## src/crt_pkg.sv

```systemverilog
// Shared types, codes and constants for the client recency tracker.
package crt_pkg;

  // Default sizing handed to the top level
  localparam int TableEntriesDef = 512;
  localparam int TimeBitsDef     = 32;

  // Field widths fixed by the interface
  localparam int AddrW   = 32;
  localparam int NowW    = 32;
  localparam int OnlineW = 10;
  localparam int TotalW  = 32;
  localparam int ActW    = 16;
  localparam int UpW     = 32;
  localparam int WinW    = 16;
  localparam int CfgW    = 32;
  localparam int CfgIdxW = 2;

  // Online counts saturate at the field maximum
  localparam int OnlineMax = 1023;

  // Reset values of the configuration registers
  localparam logic [WinW-1:0] WindowRst = 16'd300;
  localparam logic [CfgW-1:0] StartRst  = 32'd0;

  // Action codes on the input port
  localparam logic [1:0] ActStart = 2'd0;
  localparam logic [1:0] ActEnd   = 2'd1;

  // Configuration register indexes
  localparam logic [CfgIdxW-1:0] CfgWindow = 2'd0;
  localparam logic [CfgIdxW-1:0] CfgStart  = 2'd1;

  typedef enum logic [1:0] {
    K_START,
    K_END,
    K_QUERY
  } kind_e;

  typedef enum logic [1:0] {
    ST_IDLE,
    ST_SCAN,
    ST_FIN
  } state_e;

  // One classified beat travelling from front to back
  typedef struct packed {
    kind_e            kind;
    logic [AddrW-1:0] addr;
    logic [NowW-1:0]  now;
  } item_t;

endpackage

```

## src/crt_front.sv

```systemverilog
// Front end: accepts input beats, classifies the action and queues them.
module crt_front (
  input  logic                clk_i,
  input  logic                rst_ni,
  input  logic                in_valid_i,
  output logic                in_ready_o,
  input  logic [1:0]          action_i,
  input  logic [31:0]         client_addr_i,
  input  logic [31:0]         now_i,
  output logic                q_valid_o,
  input  logic                q_pop_i,
  output crt_pkg::item_t      q_item_o
);
  import crt_pkg::*;

  item_t       slot_q [2];
  logic        wp_q, wp_d;
  logic        rp_q, rp_d;
  logic [1:0]  fill_q, fill_d;
  logic        push, pop;
  item_t       cls;

  // Classify the action; unused code behaves as a query
  always_comb begin
    cls.addr = client_addr_i;
    cls.now  = now_i;
    unique case (action_i)
      ActStart: cls.kind = K_START;
      ActEnd:   cls.kind = K_END;
      default:  cls.kind = K_QUERY;
    endcase
  end

  assign in_ready_o = (fill_q != 2'd2);
  assign push       = in_valid_i && in_ready_o;
  assign q_valid_o  = (fill_q != 2'd0);
  assign pop        = q_pop_i && q_valid_o;
  assign q_item_o   = slot_q[rp_q];

  // Advance pointers and fill level
  always_comb begin
    wp_d   = push ? ~wp_q : wp_q;
    rp_d   = pop ? ~rp_q : rp_q;
    fill_d = fill_q + 2'(push) - 2'(pop);
  end

  always_ff @(posedge clk_i or negedge rst_ni) begin
    if (!rst_ni) begin
      wp_q   <= 1'b0;
      rp_q   <= 1'b0;
      fill_q <= 2'd0;
    end else begin
      wp_q   <= wp_d;
      rp_q   <= rp_d;
      fill_q <= fill_d;
    end
  end

  // Store the pushed beat
  always_ff @(posedge clk_i) begin
    if (push) begin
      slot_q[wp_q] <= cls;
    end
  end

endmodule

```

## config.mk

```make
export PLATFORM = sky130hd
export DESIGN_NAME = crt_front
export DESIGN_NICKNAME = d
export VERILOG_FILES = /design/src/crt_pkg.sv /design/src/crt_front.sv
export SDC_FILE = /design/constraint.sdc
export NUM_CORES = 1
export LEC_CHECK = 0
export BUFFER_PORTS_ARGS = -buffer_cell sky130_fd_sc_hd__buf_4
export CORE_MARGIN = 2
export CORE_UTILIZATION = 52
export DETAILED_ROUTE_END_ITERATION = 7
export GPL_TIMING_DRIVEN = 0
export HOLD_SLACK_MARGIN = 0.15
export PLACE_DENSITY_LB_ADDON = 0.2
export SLEW_MARGIN = 20
export SYNTH_ARGS = -nofsm -noshare
export SYNTH_HDL_FRONTEND = slang
export SYNTH_SLANG_ARGS = --single-unit
```

## constraint.sdc

```tcl
create_clock -name clk_i -period 5.2 [get_ports clk_i]
set_input_delay 0.26 -clock clk_i [delete_from_list [all_inputs] [get_ports clk_i]]
set_output_delay 0.26 -clock clk_i [all_outputs]
set_load 0.1 [all_outputs]
```

# [Word-level counts from Yosys, hierarchy flattened]
# Memories as Yosys holds them, arrays and structs flattened.
# Cells that the tools add are included.
[totals] memories=1 word_cells=17 register_bits=4 ram_bits=132 out_inout_bits=68 in_bits=70
[memory_table] memory="slot_q" words=2 word_bits=66 rd=1 rd_ports_with_merged_regs=0 wr=1 line="crt_front.sv:16" rtl="item_t slot_q [2];"
[classes] bitwise=2 n_reduce_logical=4 mux=3 n_eq_ne=2 n_addsub=2
[op_table] op="2-bit one-hot mux with 2 select lines" n=1
[op_table] op="2-bit by 1-bit adder with 2-bit output" n=1
[op_table] op="2-bit by 1-bit equality test with 1-bit output (second input constant)" n=1
[op_table] op="1-bit logical AND" n=2
[op_table] op="2-bit zero test" n=1
[op_table] op="1-bit 2-to-1 mux" n=2
[op_table] op="2-bit inequality test (second input constant)" n=1
[op_table] op="1-bit inverter" n=2
[op_table] op="2-bit nonzero test" n=1
[op_table] op="2-bit by 1-bit subtractor with 2-bit output" n=1

# [Logic depth before layout (Yosys ltp)]
[depth] ltp_word=4 depth_mapped=5 depth_no_buf=5

# [Worst setup path before layout]
# OpenSTA, ideal clock, no wires.
[synth_timing] path_kind="reg-to-reg" start="register fill_q[0]" end="memory slot_q[0][0] (netlist bit) (enable)" setup_ps=491 arrival_ps=4230 path_buffers=0 setup_slack_ps=479 period_less_slack_ps=4721 path_stages_with_launch=4 t_required_ps=4709 path_cell_list="dfrtp_1 nand2b_1 nand2_1 nor2_1"
[synth_via] elab_chain_cells=4
[synth_rtl] item="start, declared" line="crt_front.sv:19" rtl="logic [1:0] fill_q, fill_d;"
[synth_rtl] item="start signal, assigned" line="crt_front.sv:55" rtl="fill_q <= fill_d;"
[synth_rtl] item="2-bit inequality test" line="crt_front.sv:34" rtl="assign in_ready_o = (fill_q != 2'd2);"
[synth_rtl] item="net in_ready_o" line="crt_front.sv:6" rtl="output logic in_ready_o,"
[synth_rtl] item="1-bit logical AND" line="crt_front.sv:35" rtl="assign push = in_valid_i && in_ready_o;"
[synth_rtl] item="1-bit 2-to-1 mux" line="crt_front.sv:61" rtl="if (push) begin"
[synth_rtl] item="1-bit 2-to-1 mux (implied by the code)" line="crt_front.sv:62" rtl="slot_q[wp_q] <= cls;"
[synth_rtl] item="end, declared" line="crt_front.sv:16"
# The timed path passes the listed nets, and every way through them passes these cells.

==> flow_summary.yaml <==
floorplanning:
  placement_rows: 36
  floorplan.die.height_microns: 103.1
  fp.dieArea_sq_um: 10630
  i_o_pin_count: 138
  placeableCoreArea_sq_um: 9639
  die_x_microns: 103.1
  floorplan.initialDensity_pct: 52.96
clocking:
  cts_htree_levels: 4
  clkLatencyLatePin_ns: 0.51
  clock_tree_from_tritoncts: "done"
  clock_path_buffers: 2
  cts-resized-gates: 0
  cts.clk_slew.worst_paths_ns: 0.06
  number_of_clock_buffers_inserted_by_tritoncts: 17
  root_buffer: "sky130_fd_sc_hd__clkbuf_8"
  cts_sinks: 136
detailed_routing:
  drt_pass1_iterations: 4
  drt.antenna.violating_nets: 0
  wl_mm: 9.889
  drt_iter0_drc: 88
  vias_per_cell: 4.892
  drt-wirelength-per-cell_microns: 16.37
  route.vias.total: 2955
  drcViolationCount: 0
final_layout:
  area_of_the_multi_input_gates_sq_um: 993.5
  final_core_utilization_pct: 79.36
  layout.cell_area.non_filler_sq_um: 7650
  area_delta_synth_final_pct: 49.85
  nets: 529
  share_of_post_route_cells_with_drive_strength_above_1_pct: 51.80
  fillCellCount: 530
  antenna-diode-count: 0
  sequential_cell_area_sq_um: 4064
run:
  max_cap_violations: 0
grt:
  antenna_violations_before_repair: 0
  grt_pass1_vias: 3108
  maximum_number_of_pins_on_one_net_before_global_route_repair: 42
  grt_pass1_wl_mm: 14.75
  grt_overflow: 0
  total_routing_usage_reported_by_global_routing_pct: 19.23
worst_hold_path:
  classification_of_the_worst_slack_hold_path: "in2reg"
yosys:
  ys_ff_latch: 136
  seq_total_area_yosys_pct: 79.61
  post_synth.cell_area_avg_sq_um: 22.29
  synth_fp_nets: 300
  post_synth_num_cell_types: 21
  synth.cell_area_sq_um: 5105
  yosysWarningCount: 0
  syn-instance-count: 229
setup_path:
  required_ns: 4.94
  critPathKind: "reg2out"
  setup.worst_path.end_class: "output pin"
  r2r_slack_ns: 3.36
  cp_max_fo: 10
  critical_path_launch_point_type: "flip-flop"
  cp_data_arrival_time_ns: 1.90
timing:
  worst-slew-pin-transition_ns: 0.5908
  post-route-worst-setup-slack_ns: 3.044
  max_slew_margin_pct: 60.52
  final.setup_skew_ns: 0.006087
  drv_slew: 0
  fin_crit_sh_pct: 41.47
  min_period_ns: 2.156
  rsz_0062_raised_after_global_routing: "no"
  finalHoldViolCount: 0
  final_setup_fails: 0
  worst_hold_slack_ns: 0.4817
  maxClockFrequency_mhz: 463.8
place:
  dp_hpwl_mm: 5.639
  pre_cts_slack_ns: 3.356
  place_congestion: 0.7715
  port_buffers: 137
  post_dp_cell_area_sq_um: 6372
run_status:
  status: "complete, no violations"
[flip-flops by register name (all words and copies together) (netlist names)]
signal / cells
fill_q: 2
wp_q: 1
slot_q: 132
rp_q: 1
[cells by family after synthesis]
family	share of synthesized area, %
fa+ha+maj	0.2451
mux	16.76
flops	79.61
simple gates	1.079
xor+xnor	0.5148
buf+inv	1.176
compound gates	0.6127
[layout by cell type (no fill, tap or decap), types with 4 or more instances in the layout]
cell type and instances:
sky130_fd_sc_hd__buf_4 138, sky130_fd_sc_hd__clkbuf_16 16, sky130_fd_sc_hd__clkinvlp_4 4, sky130_fd_sc_hd__dfrtp_1 4, sky130_fd_sc_hd__dlygate4sd3_1 70, sky130_fd_sc_hd__edfxtp_1 132
sky130_fd_sc_hd__mux2_2 36, sky130_fd_sc_hd__mux2_4 30
[cells in the mapped netlist, drive strengths merged]
cell type,n,area [sq um]
dfrtp,4,100.1
nand2b,1,6.260
a211oi,1,7.510
nand2,2,7.510
nor2b,2,12.51
o21ai,1,5.000
a21bo,1,10.01
ha,1,12.51
xnor2,3,26.28
clkbuf,1,3.750
a32oi,1,8.760
nor2,3,11.26
buf,7,56.30
and3,1,6.260
mux2,66,855.8
or2,1,6.260
nand3,1,5.000
edfxtp,132,3964
[final cells by class]
class,instances,area share (%)
clock inverter,13,2.028
buffer,8,0.7851
tap,133,2.175
sequential,136,53.12
multi-input combinational,85,12.99
clock buffer,19,5.512
timing repair buffer,210,23.39
[per-layer routing]
metal  vias up  share of wire, %  GRT usage [%]
li1       1368                 -              -
met2       105                53          33.37
met4         0               1.3          7.692
met3        12               6.4          7.186
met5         -                 0              0
met1      1470                39          21.51
[timing repair]
action	4_1_cts	5_1_grt
endpoints found under the hold margin	139	0
buffers inserted	0	0
hold buffers	70	0
[stage by stage]
step                std cells  setup TNS [ns]
global route              604               0
global placement          499          -17.29
CTS                       604               0
finish                    604               0
floorplan                 229               0
detailed placement        502               0
[worst max-delay path, stage by stage (launching register included)]
cell	delay [ns]
sky130_fd_sc_hd__dfrtp_1	0.38
sky130_fd_sc_hd__buf_4	0.24
sky130_fd_sc_hd__buf_6	0.21
sky130_fd_sc_hd__mux2_4	0.32
sky130_fd_sc_hd__buf_4	0.23
[worst paths after layout]
| kind | start | endpoint | cells past startpoint |
|---|---|---|---|
| hold reg to reg | wp_q | wp_q | 1 |
| setup / recovery | rp_q | q_item_o[44] | 4 |
| max in group asynchronous | rst_ni | fill_q[0] | 3 |
| hold / removal | now_i[0] | slot_q[0][0] | 2 |
| setup reg to reg | fill_q[0] | slot_q[0][15] | 4 |
| min in group asynchronous | rst_ni | rp_q | 3 |
Power is left out: the tool's default activity adds up to more than one toggle a clock period on the data nets, which glitch-free logic cannot reach.
